[config.mk]
export PLATFORM = sky130hd
export DESIGN_NAME = vt4_merge
export DESIGN_NICKNAME = d
export VERILOG_FILES = /design/src/rtl/vt4_pkg.sv /design/src/rtl/vt4_merge.sv
export SDC_FILE = /design/constraint.sdc
export NUM_CORES = 1
export LEC_CHECK = 0
export BUFFER_PORTS_ARGS = -buffer_cell sky130_fd_sc_hd__buf_4
export CAP_MARGIN = 10
export CORE_ASPECT_RATIO = 0.75
export CORE_MARGIN = 1
export CORE_UTILIZATION = 35
export DETAILED_ROUTE_END_ITERATION = 10
export GPL_TIMING_DRIVEN = 1
export PLACE_DENSITY = 0.72
export SETUP_SLACK_MARGIN = 0.3
export SLEW_MARGIN = 15
export SYNTH_ARGS = -nofsm -noshare
export SYNTH_HDL_FRONTEND = slang
export SYNTH_SLANG_ARGS = --single-unit
[constraint.sdc]
create_clock -name clk_i -period 1 [get_ports clk_i]
set_clock_uncertainty 0.15 [all_clocks]
set_input_delay 0.05 -clock clk_i [delete_from_list [all_inputs] [get_ports clk_i]]
set_output_delay 0.05 -clock clk_i [all_outputs]
set_load 0.03 [all_outputs]
[src/rtl/vt4_pkg.sv]
package vt4_pkg;

  localparam int unsigned FRAC_BITS_DEF = 16;
  localparam int unsigned DIM           = 4;
  localparam int unsigned NUM_COEFF     = DIM * DIM;

  // command codes carried in the cmd field
  localparam logic [1:0] CMD_LOAD   = 2'd0;
  localparam logic [1:0] CMD_XFORM4 = 2'd1;
  localparam logic [1:0] CMD_XFORM3 = 2'd2;

  typedef logic signed [31:0] word_t;
  typedef logic signed [63:0] prod_t;
  typedef logic signed [64:0] pair_t;
  typedef logic signed [65:0] sum_t;

  // per-stage load enables shared by the lanes and the merge stage
  typedef struct packed {
    logic en1;
    logic en2;
    logic en3;
    logic en_out;
  } pipe_ctrl_t;

endpackage

[src/rtl/vt4_merge.sv]
module vt4_merge (
  input  logic                                clk_i,
  input  vt4_pkg::pipe_ctrl_t                 ctrl_i,
  input  vt4_pkg::word_t [vt4_pkg::DIM-1:0]   res_i,
  input  logic [vt4_pkg::DIM-1:0]             sat_i,
  output vt4_pkg::word_t [vt4_pkg::DIM-1:0]   res_o,
  output logic                                sat_o
);
  import vt4_pkg::*;

  word_t [DIM-1:0] res_q;
  logic            sat_q;

  always_ff @(posedge clk_i) begin
    if (ctrl_i.en_out) begin
      res_q <= res_i;
      sat_q <= |sat_i;
    end
  end

  assign res_o = res_q;
  assign sat_o = sat_q;

endmodule

==> flow_metrics.env, run 1 <==
export IMPL_cts_made_buffers=17
export IMPL_haltStage="clock tree synthesis"
export IMPL_seq_area_frac_synth=0.9981
export IMPL_synth_distinct_cells=2
export IMPL_postSynthAreaPerCell_um2=29.86
export IMPL_port_buffers=262
export IMPL_hold_buffers=114
export IMPL_syn_inst=130
export IMPL_error="[ERROR RSZ-0060] Max buffer count reached."
export IMPL_root_buffer="clkbuf_16"
export IMPL_ys_seq_elements=129
export IMPL_die_y_um=93.20
export IMPL_h_tree_depth=4
export IMPL_dp_hpwl_um=7903
export IMPL_gp_congestion=0.8036
export IMPL_post_cts_resized=129
export IMPL_status="aborted with a tool error"
export IMPL_syn_area_mm2=0.003881
export IMPL_cts_path_max_buffers=2
export IMPL_boundaryPins=266
export IMPL_fp_row_count=32
export IMPL_synth_warnings=0
export IMPL_postCtsSetupBuffers=0
export IMPL_clock_sinks=129
export IMPL_initial_utilization=0.3686
export IMPL_die_w_um=123.6
export IMPL_place_ws_ns=-0.08275
export IMPL_synthesis_nets=267
==> cells in the mapped netlist <==
library cell / instances / share of area
edfxtp_1: 129 / 1.0
or4_1: 1 / 0.0019
==> kinds of logic after synthesis <==
family / after synthesis / share of synthesized area
DFF: 129 / 0.9981
and+or+nand+nor: 1 / 0.001935
==> stage by stage <==
| stage | cell area [um2] | cells |
|---|---|---|
| global placement | 6086 | 532 |
| floorplan | 3881 | 130 |
| detailed placement | 6086 | 532 |
==> run 2: changes to the inputs <==
Settings changed: CORE_ASPECT_RATIO 0.75 to not set, CORE_UTILIZATION 35 to 20, PLACE_DENSITY 0.72 to not set, PLACE_DENSITY_LB_ADDON set to 0.15, SETUP_SLACK_MARGIN 0.3 to not set.
Clock period 1 ns to 1.3 ns, I/O delays scaled along.
==> run 2 against run 1 <==
Effect of this change: the flow now finishes without violations; synthesized area stayed put; synthesized cell count stayed put.
==> flow_metrics.env, run 2 <==
export IMPL_num_vias=2921
export IMPL_post_cts_resized=0
export IMPL_layout_common_cells="buf_4, dlygate4sd3_1, edfxtp_1"
export IMPL_crit_path_end="sat_o"
export IMPL_worstMarginPinSlew_ns=0.2889
export IMPL_drt_iter0_drc=68
export IMPL_power_density_mw_per_mm2=1435
export IMPL_synth_warnings=0
export IMPL_synth_edf_count=129
export IMPL_finalSetupViolations=0
export IMPL_cp_end_kind="flip-flop"
export IMPL_grt_pass1_wl_um=16400
export IMPL_synth_compound_area_frac=0
export IMPL_min_path_type="primary input to flip-flop"
export IMPL_synthFlopType="edfxtp_1"
export IMPL_syn_area_mm2=0.003881
export IMPL_initial_utilization=0.2054
export IMPL_avgViaCountPerCell=3.554
export IMPL_synthAdderAreaFrac=0
export IMPL_placed_area_mm2=0.006236
export IMPL_hold_viol_final=0
export IMPL_die_w_um=141.3
export IMPL_stdcell_area_mm2=0.008160
export IMPL_max_cap_violations=0
export IMPL_synth_top_family_by_area="simple AND/OR/NAND/NOR gates"
export IMPL_synth_xor_area_frac=0
export IMPL_nets=686
export IMPL_max_freq_mhz=788.8
export IMPL_async_flop_share=0
export IMPL_root_buffer="clkbuf_16"
export IMPL_seq_area_frac_synth=0.9981
export IMPL_drive_gt1_frac=0.5285
export IMPL_antenna_left=0
export IMPL_cts_path_max_buffers=2
export IMPL_critPathBufInv=2
export IMPL_grt_overflow_total=0
export IMPL_boundaryPins=266
export IMPL_status="complete, no violations"
export IMPL_ys_seq_elements=129
export IMPL_port_buffers=262
export IMPL_synth_distinct_cells=2
export IMPL_wl_per_cell_um=13.39
export IMPL_cts_made_buffers=17
export IMPL_fp_row_count=50
export IMPL_dp_cells=657
export IMPL_grt_usage=0.1110
export IMPL_worst_path_max_delay_cell="dlygate4sd3_1"
export IMPL_hold_buffers=133
export IMPL_crit_chain="dlygate4sd3_1 -> buf_4 -> or4_1"
export IMPL_grt_pass1_vias=3218
export IMPL_antenna_found_initial=0
export IMPL_mostFrequentLayoutCell="buf_4"
export IMPL_drt_first_pass_iters=4
export IMPL_core_area_mm2=0.01889
export IMPL_yosys_area_share_simple=0.001934
export IMPL_synthesis_nets=267
export IMPL_antenna_cells=0
export IMPL_worstPathMaxFanout=1
export IMPL_max_stage_delay_ns=0.55
export IMPL_crit_start="sat_i[1]"
export IMPL_finalCriticalPeriod_ns=1.268
export IMPL_syn_inst=130
export IMPL_cp_start_kind="primary input"
export IMPL_synthMuxAreaShare=0
export IMPL_postCtsSetupBuffers=0
export IMPL_postSynthAreaPerCell_um2=29.86
export IMPL_gp_congestion=0.6708
export IMPL_area_delta_synth_final_pct=110.3
export IMPL_path_delay_family="buffers and inverters"
export IMPL_h_tree_depth=4
export IMPL_synth_top_cell_by_area="edfxtp_1"
export IMPL_die_y_um=141.3
export IMPL_fin_crit_sh=0.9752
export IMPL_post_route_drc_count=0
export IMPL_cp_data_required_time_ns=1.29
export IMPL_routed_wl_um=11010
export IMPL_synth_most_common_cell="edfxtp_1"
export IMPL_clkTransAtPathRegs_ns=0.06
export IMPL_synth_top_area_frac=0.9981
export IMPL_dieArea_mm2=0.01997
export IMPL_peakVddDrop_uv=813.0
export IMPL_dp_hpwl_um=7157
export IMPL_clock_sinks=129
export IMPL_synth_commonest_cells="edfxtp_1, or4_1"
export IMPL_grt_max_degree=54
export IMPL_leakagePower_nw=3.399
export IMPL_setup_tns_ns=0
export IMPL_max_slew_margin=0.8074
export IMPL_crit_cells=3
export IMPL_final_max_slew_violation_count=0
export IMPL_fin_cells=822
export IMPL_rsz0062_at_grt="false"
export IMPL_hold_ws_ns=0.2198
export IMPL_crit_type="primary input to flip-flop"
export IMPL_synth_area_top_cells="edfxtp_1, or4_1"
export IMPL_critical_path_arrival_ns=1.26
export IMPL_cts_tree="built"
export IMPL_largest_reg_flops=128
-- run 2: worst min path at each step --
stage,depth (start not counted),from,to,slack (ns)
6_report,2,res_i[51],res_o[51],0.22
5_1_grt,2,res_i[27],res_o[27],0.20
4_1_cts,2,res_i[51],res_o[51],0.19
3_5_place_dp,1,res_i[7],res_o[7],0.09
3_3_place_gp,1,res_i[115],res_o[115],0.09
2_1_floorplan,0,res_i[0],res_o[0],0.01
-- run 2: kinds of logic after synthesis --
kind of cell	Yosys count
flip-flops	129
AND/OR/NAND/NOR	1
-- run 2: per-stage QoR --
stage / utilization / worst slack, ns / total power [W]
3_3_place_gp: 0.3301 / 0.2049 / 0.006699
4_1_cts: 0.4319 / 0.06615 / 0.01189
6_report: 0.4319 / 0.03220 / 0.01171
2_1_floorplan: - / 0.3218 / 0.005796
3_5_place_dp: 0.3301 / 0.1861 / 0.006708
5_1_grt: 0.4319 / 0.04869 / 0.01215
-- run 2: final cells by class --
class / count / area (um2)
clock inverters: 14 / 163.9
well taps: 260 / 325.3
repair buffers: 400 / 3361
multi-input cells: 1 / 7.507
flip-flops and latches: 129 / 3874
fillers: 1721 / 10730
clock buffers: 18 / 429.2
-- run 2: metal layers --
metal,GRT usage,wire [um],up-vias
met5,0,0,-
met4,0.05263,177,0
met2,0.1868,5350,185
met3,0.05940,1282,10
met1,0.1128,4198,1353
li1,-,-,1373
-- run 2: power by group --
part	total [W]	switching (W)	internal, W
clock	0.00478	0.00177	0.00301
sequential	0.00504	0.0000894	0.00495
combinational	0.00190	0.000994	0.000908
Note: power is estimated with default switching activity, not from simulation.
==> run 3: changes to the inputs <==
Settings changed: CORE_UTILIZATION 20 to 28.
==> run 3 against run 2 <==
Effect of this change: the flow now stops in clock tree synthesis; synthesized cell count stayed put; synthesized area unchanged.
==> flow_metrics.env, run 3 <==
export IMPL_synthAdderAreaFrac=0
export IMPL_dp_hpwl_um=6789
export IMPL_synth_distinct_cells=2
export IMPL_ys_seq_elements=129
export IMPL_die_w_um=119.7
export IMPL_port_buffers=262
export IMPL_post_cts_resized=0
export IMPL_postCtsSetupBuffers=0
export IMPL_synth_compound_area_frac=0
export IMPL_cts_made_buffers=17
export IMPL_status="aborted with a tool error"
export IMPL_synth_top_area_frac=0.9981
export IMPL_h_tree_depth=4
export IMPL_synth_commonest_cells="edfxtp_1, or4_1"
export IMPL_synthesis_nets=267
export IMPL_syn_inst=130
export IMPL_synth_top_family_by_area="simple AND/OR/NAND/NOR gates"
export IMPL_synth_warnings=0
export IMPL_error="[ERROR RSZ-0060] Max buffer count reached."
export IMPL_syn_area_mm2=0.003881
export IMPL_synth_edf_count=129
export IMPL_synth_most_common_cell="edfxtp_1"
export IMPL_root_buffer="clkbuf_16"
export IMPL_async_flop_share=0
export IMPL_postSynthAreaPerCell_um2=29.86
export IMPL_gp_congestion=0.6890
export IMPL_synthMuxAreaShare=0
export IMPL_clock_sinks=129
export IMPL_synthFlopType="edfxtp_1"
export IMPL_die_y_um=119.7
export IMPL_hold_buffers=122
export IMPL_haltStage="clock tree synthesis"
export IMPL_cts_path_max_buffers=2
export IMPL_synth_xor_area_frac=0
export IMPL_synth_top_cell_by_area="edfxtp_1"
export IMPL_initial_utilization=0.2896
export IMPL_boundaryPins=266
export IMPL_synth_area_top_cells="edfxtp_1, or4_1"
export IMPL_dp_cells=573
export IMPL_seq_area_frac_synth=0.9981
export IMPL_place_ws_ns=0.1813
export IMPL_fp_row_count=42
export IMPL_yosys_area_share_simple=0.001934
==> run 3: cell counts after synthesis <==
Identical to the previous run, type by type.
==> run 3: cells by family after synthesis <==
group         count (synthesis)
flops                       129
simple gates                  1
==> run 3: metrics by stage <==
step | util | cell area (um2)
detailed placement | 0.4575 | 6131
global placement | 0.4575 | 6131
floorplan | - | 3881
